===== src/tmv_pkg.sv =====
// Package for the ternary matrix-vector engine: sizes, derived widths,
// request, status and config codes, trit codes, sequencer state type.
// No dependencies.
`default_nettype none

package tmv_pkg;

  // Storage capacity
  localparam int MAX_ROWS    = 16;
  localparam int MAX_COLUMNS = 64;
  localparam int WEIGHT_CAP  = MAX_ROWS * MAX_COLUMNS;

  // Index widths for the stores and the walk counters
  localparam int ROW_W  = (MAX_ROWS > 1) ? $clog2(MAX_ROWS) : 1;
  localparam int COL_W  = (MAX_COLUMNS > 1) ? $clog2(MAX_COLUMNS) : 1;
  localparam int WIDX_W = (WEIGHT_CAP > 1) ? $clog2(WEIGHT_CAP) : 1;

  // Effective sizes hold 1..MAX, counts saturate at MAX+1
  localparam int ERW    = $clog2(MAX_ROWS + 1);
  localparam int ECW    = $clog2(MAX_COLUMNS + 1);
  localparam int WCNT_W = $clog2(WEIGHT_CAP + 2);
  localparam int ACNT_W = $clog2(MAX_COLUMNS + 2);

  // Fixed field widths
  localparam int ACTION_W   = 2;
  localparam int VAL_W      = 16;
  localparam int MAG_W      = 15;
  localparam int ROWS_CFG_W = 5;
  localparam int COLS_CFG_W = 7;
  localparam int CFG_IDX_W  = 2;
  localparam int CFG_DATA_W = 15;
  localparam int ROW_OUT_W  = 4;
  localparam int SUM_W      = 22;
  localparam int STATUS_W   = 2;
  localparam int PROD_W     = VAL_W + 1;

  // Accumulator: wide enough for MAX_COLUMNS clamped terms and the
  // saturation limits of the result field
  localparam int ACC_RAW_W = PROD_W + COL_W;
  localparam int ACC_W     = (ACC_RAW_W > SUM_W + 1) ? ACC_RAW_W : SUM_W + 1;

  // Request codes
  localparam logic [ACTION_W-1:0] ACT_LOAD_WEIGHT = 2'd0;
  localparam logic [ACTION_W-1:0] ACT_LOAD_ACT    = 2'd1;
  localparam logic [ACTION_W-1:0] ACT_RUN         = 2'd2;
  localparam logic [ACTION_W-1:0] ACT_CLEAR       = 2'd3;

  // Result status codes
  localparam logic [STATUS_W-1:0] STATUS_OK          = 2'd0;
  localparam logic [STATUS_W-1:0] STATUS_WEIGHT_MISM = 2'd1;
  localparam logic [STATUS_W-1:0] STATUS_ACT_MISM    = 2'd2;

  // Configuration register indexes
  localparam logic [CFG_IDX_W-1:0] CFG_ROWS      = 2'd0;
  localparam logic [CFG_IDX_W-1:0] CFG_COLUMNS   = 2'd1;
  localparam logic [CFG_IDX_W-1:0] CFG_CLAMP     = 2'd2;
  localparam logic [CFG_IDX_W-1:0] CFG_THRESHOLD = 2'd3;

  // Configuration reset values
  localparam logic [ROWS_CFG_W-1:0] ROWS_RESET      = 5'd16;
  localparam logic [COLS_CFG_W-1:0] COLS_RESET      = 7'd64;
  localparam logic [MAG_W-1:0]      CLAMP_RESET     = 15'd256;
  localparam logic [MAG_W-1:0]      THRESHOLD_RESET = 15'd51;

  // Trit codes as stored
  localparam logic [1:0] TRIT_ZERO = 2'b00;
  localparam logic [1:0] TRIT_POS  = 2'b01;
  localparam logic [1:0] TRIT_NEG  = 2'b11;

  typedef enum logic [1:0] {
    ST_IDLE,
    ST_CHECK,
    ST_WALK,
    ST_DRAIN
  } state_t;

endpackage

`default_nettype wire


===== src/ternary_matvec_engine_core.sv =====
// Ternary-weight matrix-vector engine: trit and activation stores, run
// sequencer, clamp/accumulate pipeline and result register.
// Depends on tmv_pkg.
`default_nettype none

// Load and clear requests are taken one per cycle while idle and give no result. A run
// stalls the request side through a check state, one walk step per matrix entry (one
// read of each store) and a drain state. A count mismatch ends the run at the check.
// Row sums leave in row order; an error result leaves from the check state. A stalled
// result freezes the walk. Reset (rst, synchronous) clears counts, walk counters,
// sequencer and valid flags and restores the configuration registers; stores keep data.
module ternary_matvec_engine_core
  import tmv_pkg::*;
(
  input  wire logic                         clk,
  input  wire logic                         rst,
  // request channel
  input  wire logic                         item_valid,
  output logic                              item_stall,
  input  wire logic [ACTION_W-1:0]          action,
  input  wire logic signed [VAL_W-1:0]      value,
  // result channel
  output logic                              result_valid,
  input  wire logic                         result_stall,
  output logic [ROW_OUT_W-1:0]              row_index,
  output logic signed [SUM_W-1:0]           row_sum,
  output logic [STATUS_W-1:0]               status,
  output logic                              last,
  // configuration write channel
  input  wire logic                         cfg_valid,
  output logic                              cfg_ready,
  input  wire logic [CFG_IDX_W-1:0]         cfg_index,
  input  wire logic [CFG_DATA_W-1:0]        cfg_data
);

  localparam logic signed [ACC_W-1:0] SUM_MAX_A = ACC_W'((1 <<< (SUM_W - 1)) - 1);
  localparam logic signed [ACC_W-1:0] SUM_MIN_A = -ACC_W'(1 <<< (SUM_W - 1));

  // ---------------------------------------------------------------------
  // Configuration registers
  // ---------------------------------------------------------------------
  logic [ROWS_CFG_W-1:0] rows_cfg;
  logic [COLS_CFG_W-1:0] cols_cfg;
  logic [MAG_W-1:0]      clamp_cfg;
  logic [MAG_W-1:0]      thresh_cfg;

  assign cfg_ready = 1'b1;

  always_ff @(posedge clk) begin
    if (rst) begin
      rows_cfg   <= ROWS_RESET;
      cols_cfg   <= COLS_RESET;
      clamp_cfg  <= CLAMP_RESET;
      thresh_cfg <= THRESHOLD_RESET;
    end else if (cfg_valid && cfg_ready) begin
      case (cfg_index)
        CFG_ROWS:      rows_cfg   <= cfg_data[ROWS_CFG_W-1:0];
        CFG_COLUMNS:   cols_cfg   <= cfg_data[COLS_CFG_W-1:0];
        CFG_CLAMP:     clamp_cfg  <= cfg_data[MAG_W-1:0];
        CFG_THRESHOLD: thresh_cfg <= cfg_data[MAG_W-1:0];
        default: ;
      endcase
    end
  end

  // Effective sizes: zero acts as one, oversize acts as the capacity
  logic [ERW-1:0] eff_rows;
  logic [ECW-1:0] eff_cols;

  always_comb begin
    if (rows_cfg == '0) begin
      eff_rows = ERW'(1);
    end else if (int'(rows_cfg) > MAX_ROWS) begin
      eff_rows = ERW'(MAX_ROWS);
    end else begin
      eff_rows = ERW'(rows_cfg);
    end
    if (cols_cfg == '0) begin
      eff_cols = ECW'(1);
    end else if (int'(cols_cfg) > MAX_COLUMNS) begin
      eff_cols = ECW'(MAX_COLUMNS);
    end else begin
      eff_cols = ECW'(cols_cfg);
    end
  end

  // ---------------------------------------------------------------------
  // Handshake and sequencer control
  // ---------------------------------------------------------------------
  state_t state;
  state_t state_next;

  logic item_acc;
  logic adv;          // pipeline may move: result register free or leaving
  logic issue;        // one walk step reads both stores
  logic err_load;     // count mismatch result goes out
  logic final_load;   // last row sum goes out

  logic [STATUS_W-1:0] run_err;
  logic [ERW-1:0]      run_rows;
  logic [ECW-1:0]      run_cols;
  logic [COL_W-1:0]    col;
  logic [ROW_W-1:0]    row;
  logic [WIDX_W-1:0]   widx;
  logic                col_last;
  logic                row_last;

  logic                p1_valid, p1_first, p1_last_col, p1_last_row;
  logic [ROW_W-1:0]    p1_row;
  logic                p2_valid, p2_first, p2_last_col, p2_last_row;
  logic [ROW_W-1:0]    p2_row;
  logic signed [PROD_W-1:0] p2_prod;

  assign item_acc = item_valid && !item_stall;
  assign adv      = !(result_valid && result_stall);
  assign col_last = (ECW'(col) + ECW'(1)) == run_cols;
  assign row_last = (ERW'(row) + ERW'(1)) == run_rows;

  always_comb begin
    state_next = state;
    case (state)
      ST_IDLE: begin
        if (item_acc && action == ACT_RUN) state_next = ST_CHECK;
      end
      ST_CHECK: begin
        if (run_err != STATUS_OK) begin
          if (adv) state_next = ST_IDLE;
        end else begin
          state_next = ST_WALK;
        end
      end
      ST_WALK: begin
        if (issue && col_last && row_last) state_next = ST_DRAIN;
      end
      ST_DRAIN: begin
        if (final_load) state_next = ST_IDLE;
      end
      default: state_next = ST_IDLE;
    endcase
  end

  always_comb begin
    item_stall = (state != ST_IDLE);
    issue      = (state == ST_WALK) && adv;
    err_load   = (state == ST_CHECK) && (run_err != STATUS_OK) && adv;
    final_load = adv && p2_valid && p2_last_col && p2_last_row;
  end

  always_ff @(posedge clk) begin
    if (rst) begin
      state <= ST_IDLE;
    end else begin
      state <= state_next;
    end
  end

  // ---------------------------------------------------------------------
  // Counts and run set-up
  // ---------------------------------------------------------------------
  logic [WCNT_W-1:0] wcount;
  logic [ACNT_W-1:0] acount;
  logic [ERW+ECW-1:0] weight_need;
  logic weight_mism;
  logic act_mism;

  assign weight_need = (ERW+ECW)'(eff_rows) * (ERW+ECW)'(eff_cols);
  assign weight_mism = (ERW+ECW+WCNT_W)'(wcount) != (ERW+ECW+WCNT_W)'(weight_need);
  assign act_mism    = (ACNT_W+ECW)'(acount) != (ACNT_W+ECW)'(eff_cols);

  always_ff @(posedge clk) begin
    if (rst) begin
      wcount <= '0;
      acount <= '0;
    end else if (item_acc) begin
      case (action)
        ACT_LOAD_WEIGHT: begin
          if (wcount <= WCNT_W'(WEIGHT_CAP)) wcount <= wcount + WCNT_W'(1);
        end
        ACT_LOAD_ACT: begin
          if (acount <= ACNT_W'(MAX_COLUMNS)) acount <= acount + ACNT_W'(1);
        end
        ACT_RUN:   acount <= '0;
        ACT_CLEAR: wcount <= '0;
        default: ;
      endcase
    end
  end

  // Sizes and the check outcome are captured with the run request
  always_ff @(posedge clk) begin
    if (item_acc && action == ACT_RUN) begin
      run_rows <= eff_rows;
      run_cols <= eff_cols;
      if (weight_mism) begin
        run_err <= STATUS_WEIGHT_MISM;
      end else if (act_mism) begin
        run_err <= STATUS_ACT_MISM;
      end else begin
        run_err <= STATUS_OK;
      end
    end
  end

  // Walk counters; the linear index replaces row*cols+col
  always_ff @(posedge clk) begin
    if (rst) begin
      col  <= '0;
      row  <= '0;
      widx <= '0;
    end else if (item_acc && action == ACT_RUN) begin
      col  <= '0;
      row  <= '0;
      widx <= '0;
    end else if (issue) begin
      widx <= widx + WIDX_W'(1);
      if (col_last) begin
        col <= '0;
        row <= row + ROW_W'(1);
      end else begin
        col <= col + COL_W'(1);
      end
    end
  end

  // ---------------------------------------------------------------------
  // Stores. Writes only happen in idle; the read registers load whenever the pipeline
  // may move, but only reads issued during a walk are used, never overlapping a write.
  // ---------------------------------------------------------------------
  logic [1:0]             trit_mem [WEIGHT_CAP];
  logic [VAL_W-1:0]       act_mem  [MAX_COLUMNS];
  logic [1:0]             trit_rd;
  logic signed [VAL_W-1:0] act_rd;

  logic signed [PROD_W-1:0] w_ext;
  logic signed [PROD_W-1:0] w_mag;
  logic [1:0]               trit_in;
  logic                     t_we;
  logic                     a_we;

  // Quantise on arrival
  always_comb begin
    w_ext = PROD_W'(value);
    w_mag = value[VAL_W-1] ? -w_ext : w_ext;
    if (w_mag < $signed({2'b00, thresh_cfg})) begin
      trit_in = TRIT_ZERO;
    end else if (value[VAL_W-1]) begin
      trit_in = TRIT_NEG;
    end else begin
      trit_in = TRIT_POS;
    end
  end

  assign t_we = item_acc && action == ACT_LOAD_WEIGHT && wcount < WCNT_W'(WEIGHT_CAP);
  assign a_we = item_acc && action == ACT_LOAD_ACT && acount < ACNT_W'(MAX_COLUMNS);

  always_ff @(posedge clk) begin
    if (t_we) trit_mem[wcount[WIDX_W-1:0]] <= trit_in;
    if (adv)  trit_rd <= trit_mem[widx];
  end

  always_ff @(posedge clk) begin
    if (a_we) act_mem[acount[COL_W-1:0]] <= value;
    if (adv)  act_rd <= act_mem[col];
  end

  // ---------------------------------------------------------------------
  // Pipeline: p1 meets the store read data, p2 holds the clamped term
  // ---------------------------------------------------------------------
  always_ff @(posedge clk) begin
    if (rst) begin
      p1_valid <= 1'b0;
      p2_valid <= 1'b0;
    end else if (adv) begin
      p1_valid <= issue;
      p2_valid <= p1_valid;
    end
  end

  always_ff @(posedge clk) begin
    if (adv) begin
      p1_first    <= (col == '0);
      p1_last_col <= col_last;
      p1_last_row <= row_last;
      p1_row      <= row;
    end
  end

  logic signed [PROD_W-1:0] a_ext;
  logic signed [PROD_W-1:0] c_ext;
  logic signed [PROD_W-1:0] a_clamped;
  logic signed [PROD_W-1:0] term;

  always_comb begin
    a_ext = PROD_W'(act_rd);
    c_ext = $signed({2'b00, clamp_cfg});
    if (a_ext > c_ext) begin
      a_clamped = c_ext;
    end else if (a_ext < -c_ext) begin
      a_clamped = -c_ext;
    end else begin
      a_clamped = a_ext;
    end
    case (trit_rd)
      TRIT_POS: term = a_clamped;
      TRIT_NEG: term = -a_clamped;
      default:  term = '0;
    endcase
  end

  always_ff @(posedge clk) begin
    if (adv) begin
      p2_prod     <= term;
      p2_first    <= p1_first;
      p2_last_col <= p1_last_col;
      p2_last_row <= p1_last_row;
      p2_row      <= p1_row;
    end
  end

  // Row accumulator; the row's final sum goes straight to the result
  logic signed [ACC_W-1:0] acc;
  logic signed [ACC_W-1:0] sum_full;
  logic signed [ACC_W-1:0] sum_sat;

  always_comb begin
    sum_full = (p2_first ? ACC_W'(0) : acc) + ACC_W'(p2_prod);
    if (sum_full > SUM_MAX_A) begin
      sum_sat = SUM_MAX_A;
    end else if (sum_full < SUM_MIN_A) begin
      sum_sat = SUM_MIN_A;
    end else begin
      sum_sat = sum_full;
    end
  end

  always_ff @(posedge clk) begin
    if (adv && p2_valid) acc <= sum_full;
  end

  // ---------------------------------------------------------------------
  // Result register
  // ---------------------------------------------------------------------
  logic row_load;
  assign row_load = adv && p2_valid && p2_last_col;

  always_ff @(posedge clk) begin
    if (rst) begin
      result_valid <= 1'b0;
    end else if (row_load || err_load) begin
      result_valid <= 1'b1;
    end else if (result_valid && !result_stall) begin
      result_valid <= 1'b0;
    end
  end

  always_ff @(posedge clk) begin
    if (row_load) begin
      row_index <= ROW_OUT_W'(p2_row);
      row_sum   <= sum_sat[SUM_W-1:0];
      status    <= STATUS_OK;
      last      <= p2_last_row;
    end else if (err_load) begin
      row_index <= '0;
      row_sum   <= '0;
      status    <= run_err;
      last      <= 1'b1;
    end
  end

  // ---------------------------------------------------------------------
  // Assertions
  // ---------------------------------------------------------------------
  a_run_clears_acount : assert property (@(posedge clk) disable iff (rst)
    (item_valid && !item_stall && action == ACT_RUN) |=> (acount == '0))
    else $error("activation count not cleared by run");

  a_error_shape : assert property (@(posedge clk) disable iff (rst)
    (result_valid && status != STATUS_OK) |->
      (last && row_index == '0 && row_sum == '0))
    else $error("error result malformed");

  a_idle_empty : assert property (@(posedge clk) disable iff (rst)
    (state == ST_IDLE) |-> (!p1_valid && !p2_valid))
    else $error("pipeline busy while idle");

  a_no_double_load : assert property (@(posedge clk) disable iff (rst)
    !(row_load && err_load))
    else $error("row and error result in the same cycle");

  a_wcount_bound : assert property (@(posedge clk) disable iff (rst)
    (wcount <= WCNT_W'(WEIGHT_CAP + 1)))
    else $error("weight count past saturation");

endmodule

`default_nettype wire

===== config.mk =====
export PLATFORM = sky130hd
export DESIGN_NAME = ternary_matvec_engine_core
export DESIGN_NICKNAME = d
export VERILOG_FILES = /design/src/tmv_pkg.sv /design/src/ternary_matvec_engine_core.sv
export SDC_FILE = /design/constraint.sdc
export NUM_CORES = 2
export LEC_CHECK = 0
export ABC_CLOCK_PERIOD_IN_PS = 130500
export BUFFER_PORTS_ARGS = -buffer_cell sky130_fd_sc_hd__buf_2
export CAP_MARGIN = 15
export CORE_AREA = 2 2 527 529
export DETAILED_ROUTE_END_ITERATION = 10
export DIE_AREA = 0 0 529 531
export PLACE_DENSITY_LB_ADDON = 0.1
export SYNTH_ARGS = -nofsm -noshare
export SYNTH_HDL_FRONTEND = slang
export SYNTH_SLANG_ARGS = --single-unit

===== constraint.sdc =====
create_clock -name clk -period 130.5 [get_ports clk]
set_clock_uncertainty 0.05 [all_clocks]
set_input_delay 13.05 -clock clk [delete_from_list [all_inputs] [get_ports clk]]
set_output_delay 13.05 -clock clk [all_outputs]
set_load 0.03 [all_outputs]

# --- After elaboration in Yosys (flattened, before gate mapping) ---
# Memory sizes are Yosys's and may differ from the RTL's. A register that Yosys moved wholly into a read port is not among the register bits.
# Index checks and enable logic that the tools add are counted.
classes:
  add_sub_neg: 11
  n_mul: 1
  n_lt_le_gt_ge: 11
  n_eq_ne: 21
  mux: 37
  n_reduce_logical: 43
ops:
  columns: ["op", "n"]
  rows:
  - ["$mux W22", 4]
  - ["$mux W17", 3]
  - ["$pmux W17 S2", 1]
  - ["$add A23 B17 Y23", 1]
  - ["$gt A23 B22 Y1 const B", 1]
  - ["$lt A23 B22 Y1 const B", 1]
  - ["$mux W23", 1]
  - ["$pmux W11 S2", 1]
  - ["$mux W7", 3]
  - ["$lt A16 B17 Y1", 1]
  - ["$lt A17 B16 Y1", 1]
  - ["$neg A15 Y17", 1]
  - ["$neg A16 Y17", 1]
  - ["$neg A17 Y17", 1]
  - ["$gt A16 B16 Y1", 1]
  - ["$logic_and A1 B1 Y1", 16]
  - ["$mux W2", 8]
  - ["$eq A2 B2 Y1 const B", 7]
  - ["$pmux W7 S2", 1]
  - ["$mul A5 B7 Y12", 1]
  - ["$ne A11 B12 Y1", 1]
  - ["$reduce_bool A2 Y1", 6]
  - ["$add A11 B1 Y11 const B", 1]
  - ["$le A11 B11 Y1 const B", 1]
  - ["33 further kinds", 60]
totals:
  reg_bits: 182
  ram_bits: 3072
  in_bits: 40
  output_inout_bits: 32
  elab_cells: 156
  memories: 2
memory_table:
  columns: ["name", "depth", "width", "rd", "rd_clocked_by_memory_dff", "write_ports", "line", "rtl"]
  rows:
  - ["trit_mem", 1024, 2, 1, 1, 1, "ternary_matvec_engine_core.sv:229", "logic [1:0] trit_mem [WEIGHT_CAP];"]
  - ["act_mem", 64, 16, 1, 1, 1, "ternary_matvec_engine_core.sv:230", "logic [VAL_W-1:0] act_mem [MAX_COLUMNS];"]

# --- Longest topological paths before layout ---
logic_depth:
  ltp_word: 7
  mapped_depth: 22

# --- Least setup slack after synthesis ---
# OpenSTA, ideal clock, no wires.
synth_path:
  kind: "input to register"
  startpoint: "in value[6]"
  endpoint: "mem trit_mem[0][1] (data pin)"
  setup_time_ns: 8.477
  t_arrival_ns: 55.230
  t_required_ns: 121.973
  slack_ns: 66.742
  stages: 7
  n_path_buf: 0
  path_cell_list: "or4_1 -> o21a_1 -> a21oi_1 -> xnor2_1 -> ha_1 -> a211oi_1 -> a21boi_0"
synth_between:
  elab_chain_cells: 4
synth_lines:
  columns: ["item", "line", "rtl"]
  rows:
  - ["from (decl)", "ternary_matvec_engine_core.sv:21", "input wire logic signed [VAL_W-1:0] value,"]
  - ["$neg A16 Y17", "ternary_matvec_engine_core.sv:243", "w_mag = value[VAL_W-1] ? -w_ext : w_ext;"]
  - ["$mux W17 (*)", "ternary_matvec_engine_core.sv:243", null]
  - ["$lt A17 B16 Y1 (*)", "ternary_matvec_engine_core.sv:244", "if (w_mag < $signed({2'b00, thresh_cfg})) begin"]
  - ["$mux W2 (*)", "ternary_matvec_engine_core.sv:244", null]
  - ["named net trit_in[1]", "ternary_matvec_engine_core.sv:236", "logic [1:0] trit_in;"]
  - ["to (decl)", "ternary_matvec_engine_core.sv:229", null]
# Mark *: on every way through the listed nets, which the timed path passes. The rest lies on a longest branch.

# --- Final worst setup path ---
layout_path:
  startpoint: "in value[0]"
  endpoint: "mem trit_mem[724][1] (data pin)"
# Same word-level chain as after synthesis.

==> flow_metrics.tcl <==
set metrics [dict create \
    status "finished, final reports clean" \
    clock-sinks 3272 \
    rows 193 \
    hold_end "p2_last_row" \
    crit_path_end_kind "register" \
    dieArea_sq_um 280900 \
    final_cell_mix "3185 x edfxtp_1, 1203 x nor2_1, 1018 x mux4_2" \
    worst-slew-pin-transition_ns 1.334 \
    max_stage_delay_ns 0.82 \
    layout.cells.non_filler 11156 \
    gp_congestion 0.8184 \
    path_cells "buf_2 > buf_4 > inv_1 > ha_1 > nand2_1 > o21ai_0 > ha_1 > a21o_1 > a21o_1 > a21o_1 > a21o_1 > a21o_1 > a21o_1 > a21oi_1 > o31a_1 > a21boi_4 > buf_4 > buf_4 > buf_4 > buf_4 > buf_16" \
    placed_area_sq_um 139300 \
    maxSlewViolCount 0 \
    root_buffer "clkbuf_16" \
    start_util_pct 48.80 \
    ys_async_sr_fraction_pct 0 \
    irDropWorstVdd_mv 0.01216 \
    yosys_warnings 0 \
    ys_types 77 \
    drv_cap 0 \
    chipWidth_um 529 \
    period_minus_slack_ns 19.20 \
    powerDensity_nw_per_um2 14.64 \
    areaGrowthSynthToFinish_pct 12.20 \
    ctsResizeCount 0 \
    r2r.worst_path.cells 9 \
    grt_usage_pct 25.08 \
    final_area_sq_um 150700 \
    drc 0 \
    post_cts_buffers 0 \
    r2r_start "widx[0]" \
    numCtsBuffers 344 \
    avgRoutedWirePerCell_um 31.60 \
    rrSetupSlack_ns 123.06 \
    crit_type "input pin to register" \
    place_hpwl_mm 196.8 \
    finalSetupTns_ns 0 \
    pre_cts_ws_ns 109.68 \
    hold_path_class "register to register" \
    arrival_ns 19.81 \
    min-delay-start "p1_last_row" \
    cts_hold_buf 0 \
    crit_top_cell "a21o_1" \
    critical_path_buf_inv_count 8 \
    slew_headroom_pct 11.09 \
    grt_pass1_vias 70079 \
    switching_share_pct 21.20 \
    grt_max_degree 250 \
    grt_first_pass_wirelength_mm 505.0 \
    worst_slack_ns 111.30 \
    fmaxAchievable_mhz 52.09 \
    p_int_uw 1739 \
    nNetsFinal 7414 \
    finalPower_uw 2207 \
    cp_slowest_cell "buf_4" \
    rsz0062_at_grt "no" \
    crit_fanout 100 \
    reg2reg_to "trit_rd[1]" \
    port-buffer-count 70 \
    routed_wl_mm 352.6 \
    coreArea_sq_um 275300 \
    cp.required_ns 131.11 \
    ant_nets 0 \
    ys_seq_elements 3272 \
    antenna_found_initial 26 \
    period_share_pct 14.71 \
    die_h_um 531 \
    layout-drive-gt1-share_pct 24.84 \
    switching_power_uw 467.8 \
    clk_pin_slew_ns 0.06 \
    p_clk_share_pct 43.5 \
    p_seq_share_pct 53.5 \
    placed_cells 10502 \
    final_common_cell "edfxtp_1" \
    htree_num_levels 5 \
    seq_area_frac_synth_pct 72.50 \
    startpoint "value[0]" \
    hold_viol_final 0 \
    insertion_delay_ns 0.95 \
    syn_inst 7128 \
    finalSetupViolCount 0 \
    syn_avg_cell_area_sq_um 18.85 \
    routed_via_density 6.191 \
    synth_edf_count 3185 \
    cts_tree "yes" \
    dr_total_vias 69070 \
    ios 72 \
    critPathTopFamily "buffers and inverters" \
    synth_fp_nets 7284 \
    p_leak_uw 0.04578 \
    netlist_area_sq_um 134300 \
    start_kind "input pin" \
    synth-main-ff-cell "edfxtp_1" \
    drt_iter0_markers 7880 \
    grt-ovfl-total 0 \
    cts_buffer_depth 4 \
    drtPass1Iterations 6 \
    combPwrFrac_pct 3.1 \
    hold_path_depth 0 \
]
## power by group through the flow
stage / combinational (uW) / clock (uW) / sequential (uW)
final: 67.4 / 959 / 1180
after floorplan: 35.6 / 0 / 1270
after detailed placement: 67.4 / 0 / 1200
after global placement: 66.0 / 0 / 1200
after global routing: 74.2 / 1010 / 1180
after CTS: 67.6 / 974 / 1180
## registers in the layout, indices dropped and copies added (netlist names), 5 cells and up, named ones only
signal / count
widx: 10
wcount: 11
acc: 23
run_cols: 7
cols_cfg: 7
act_rd: 16
acount: 7
run_rows: 5
trit_mem: 2048
rows_cfg: 5
thresh_cfg: 15
col: 6
p2_prod: 17
row_sum: 22
clamp_cfg: 15
act_mem: 1024
## cell type report
cell class / count / area [sq um]
Inverter: 123 / 461.7
Tap cell: 3607 / 4513
Clock inverter: 214 / 1988
Fill cell: 21081 / 124600
Clock buffer: 417 / 8986
Sequential cell: 3272 / 97420
Antenna cell: 6 / 15.01
Multi-Input combinational cell: 3239 / 34890
Timing Repair Buffer: 278 / 2440
## synthesized netlist by cell type, types with 4 or more instances
library cell,n,area (sq um)
a2111oi_0,6,52.55
a211o_1,8,70.07
a211oi_1,11,82.58
a21o_1,30,225.2
a21oi_1,92,460.4
a31oi_1,12,75.07
and2_1,23,143.9
and3_1,10,62.56
and3b_1,5,43.79
and4_1,5,43.79
buf_1,53,198.9
buf_2,56,280.3
clkbuf_1,383,1438
dfxtp_1,87,1742
edfxtp_1,3185,95640
fa_1,16,320.3
ha_1,100,1251
inv_1,122,457.9
mux2i_1,21,210.2
mux4_2,1018,22930
nand2_1,219,822.0
nand2b_1,19,118.9
nand3_1,39,195.2
nand3b_1,8,60.06
nand4_1,19,118.9
nor2_1,1221,4583
nor2b_1,34,212.7
nor3_1,25,125.1
nor3b_1,13,97.59
nor4_1,10,62.56
o211ai_1,8,60.06
o21a_1,4,30.03
o21ai_0,45,225.2
o21bai_1,15,112.6
o221a_2,4,45.04
o22ai_1,6,37.54
o31ai_1,8,60.06
o41ai_1,5,43.79
or2_2,5,31.28
or3_1,13,81.33
or4_1,5,37.54
xnor2_1,67,586.8
xor2_1,40,350.3
## worst max-delay path by stage
stage | end | slack, ns | depth (start not counted)
4_1_cts | trit_mem[741][1] | 110.61 | 19
3_3_place_gp | trit_mem[721][1] | 109.74 | 19
3_5_place_dp | trit_mem[756][1] | 109.68 | 19
5_1_grt | trit_mem[724][1] | 110.68 | 21
2_1_floorplan | trit_mem[0][1] | 66.74 | 7
6_report | trit_mem[724][1] | 111.30 | 21
## cells by family after synthesis
group	after synthesis	synth area share, %
DFF	3272	72.50
and+or+nand+nor	1680	5.162
muxes	1039	17.22
buffers and inverters	617	1.785
AOI/OAI and AO/OA	296	1.462
adders and majority gates	116	1.170
xor gates and xnor gates	107	0.6977
other	1	0.002792
## per-stage QoR
step                util [%]  hold WS (ns)
CTS                    54.59        0.3690
global placement       50.53        0.3505
floorplan                  -        0.3503
finish                 54.75        0.3675
detailed placement     50.60        0.3552
global route           54.74        0.3788
## layer usage
metal  global-route usage, %  routed length (um)  vias to the layer above  part of all wire [%]
met5                       0                  57                        -                 0.016
met4                   6.463                8667                        8                   2.5
met3                   3.083               23790                      505                   6.7
met2                   41.29              174200                     2702                    49
met1                   35.85              145800                    37190                    41
li1                        -                   -                    28665                     -
Note: power is estimated with default switching activity, not from simulation.
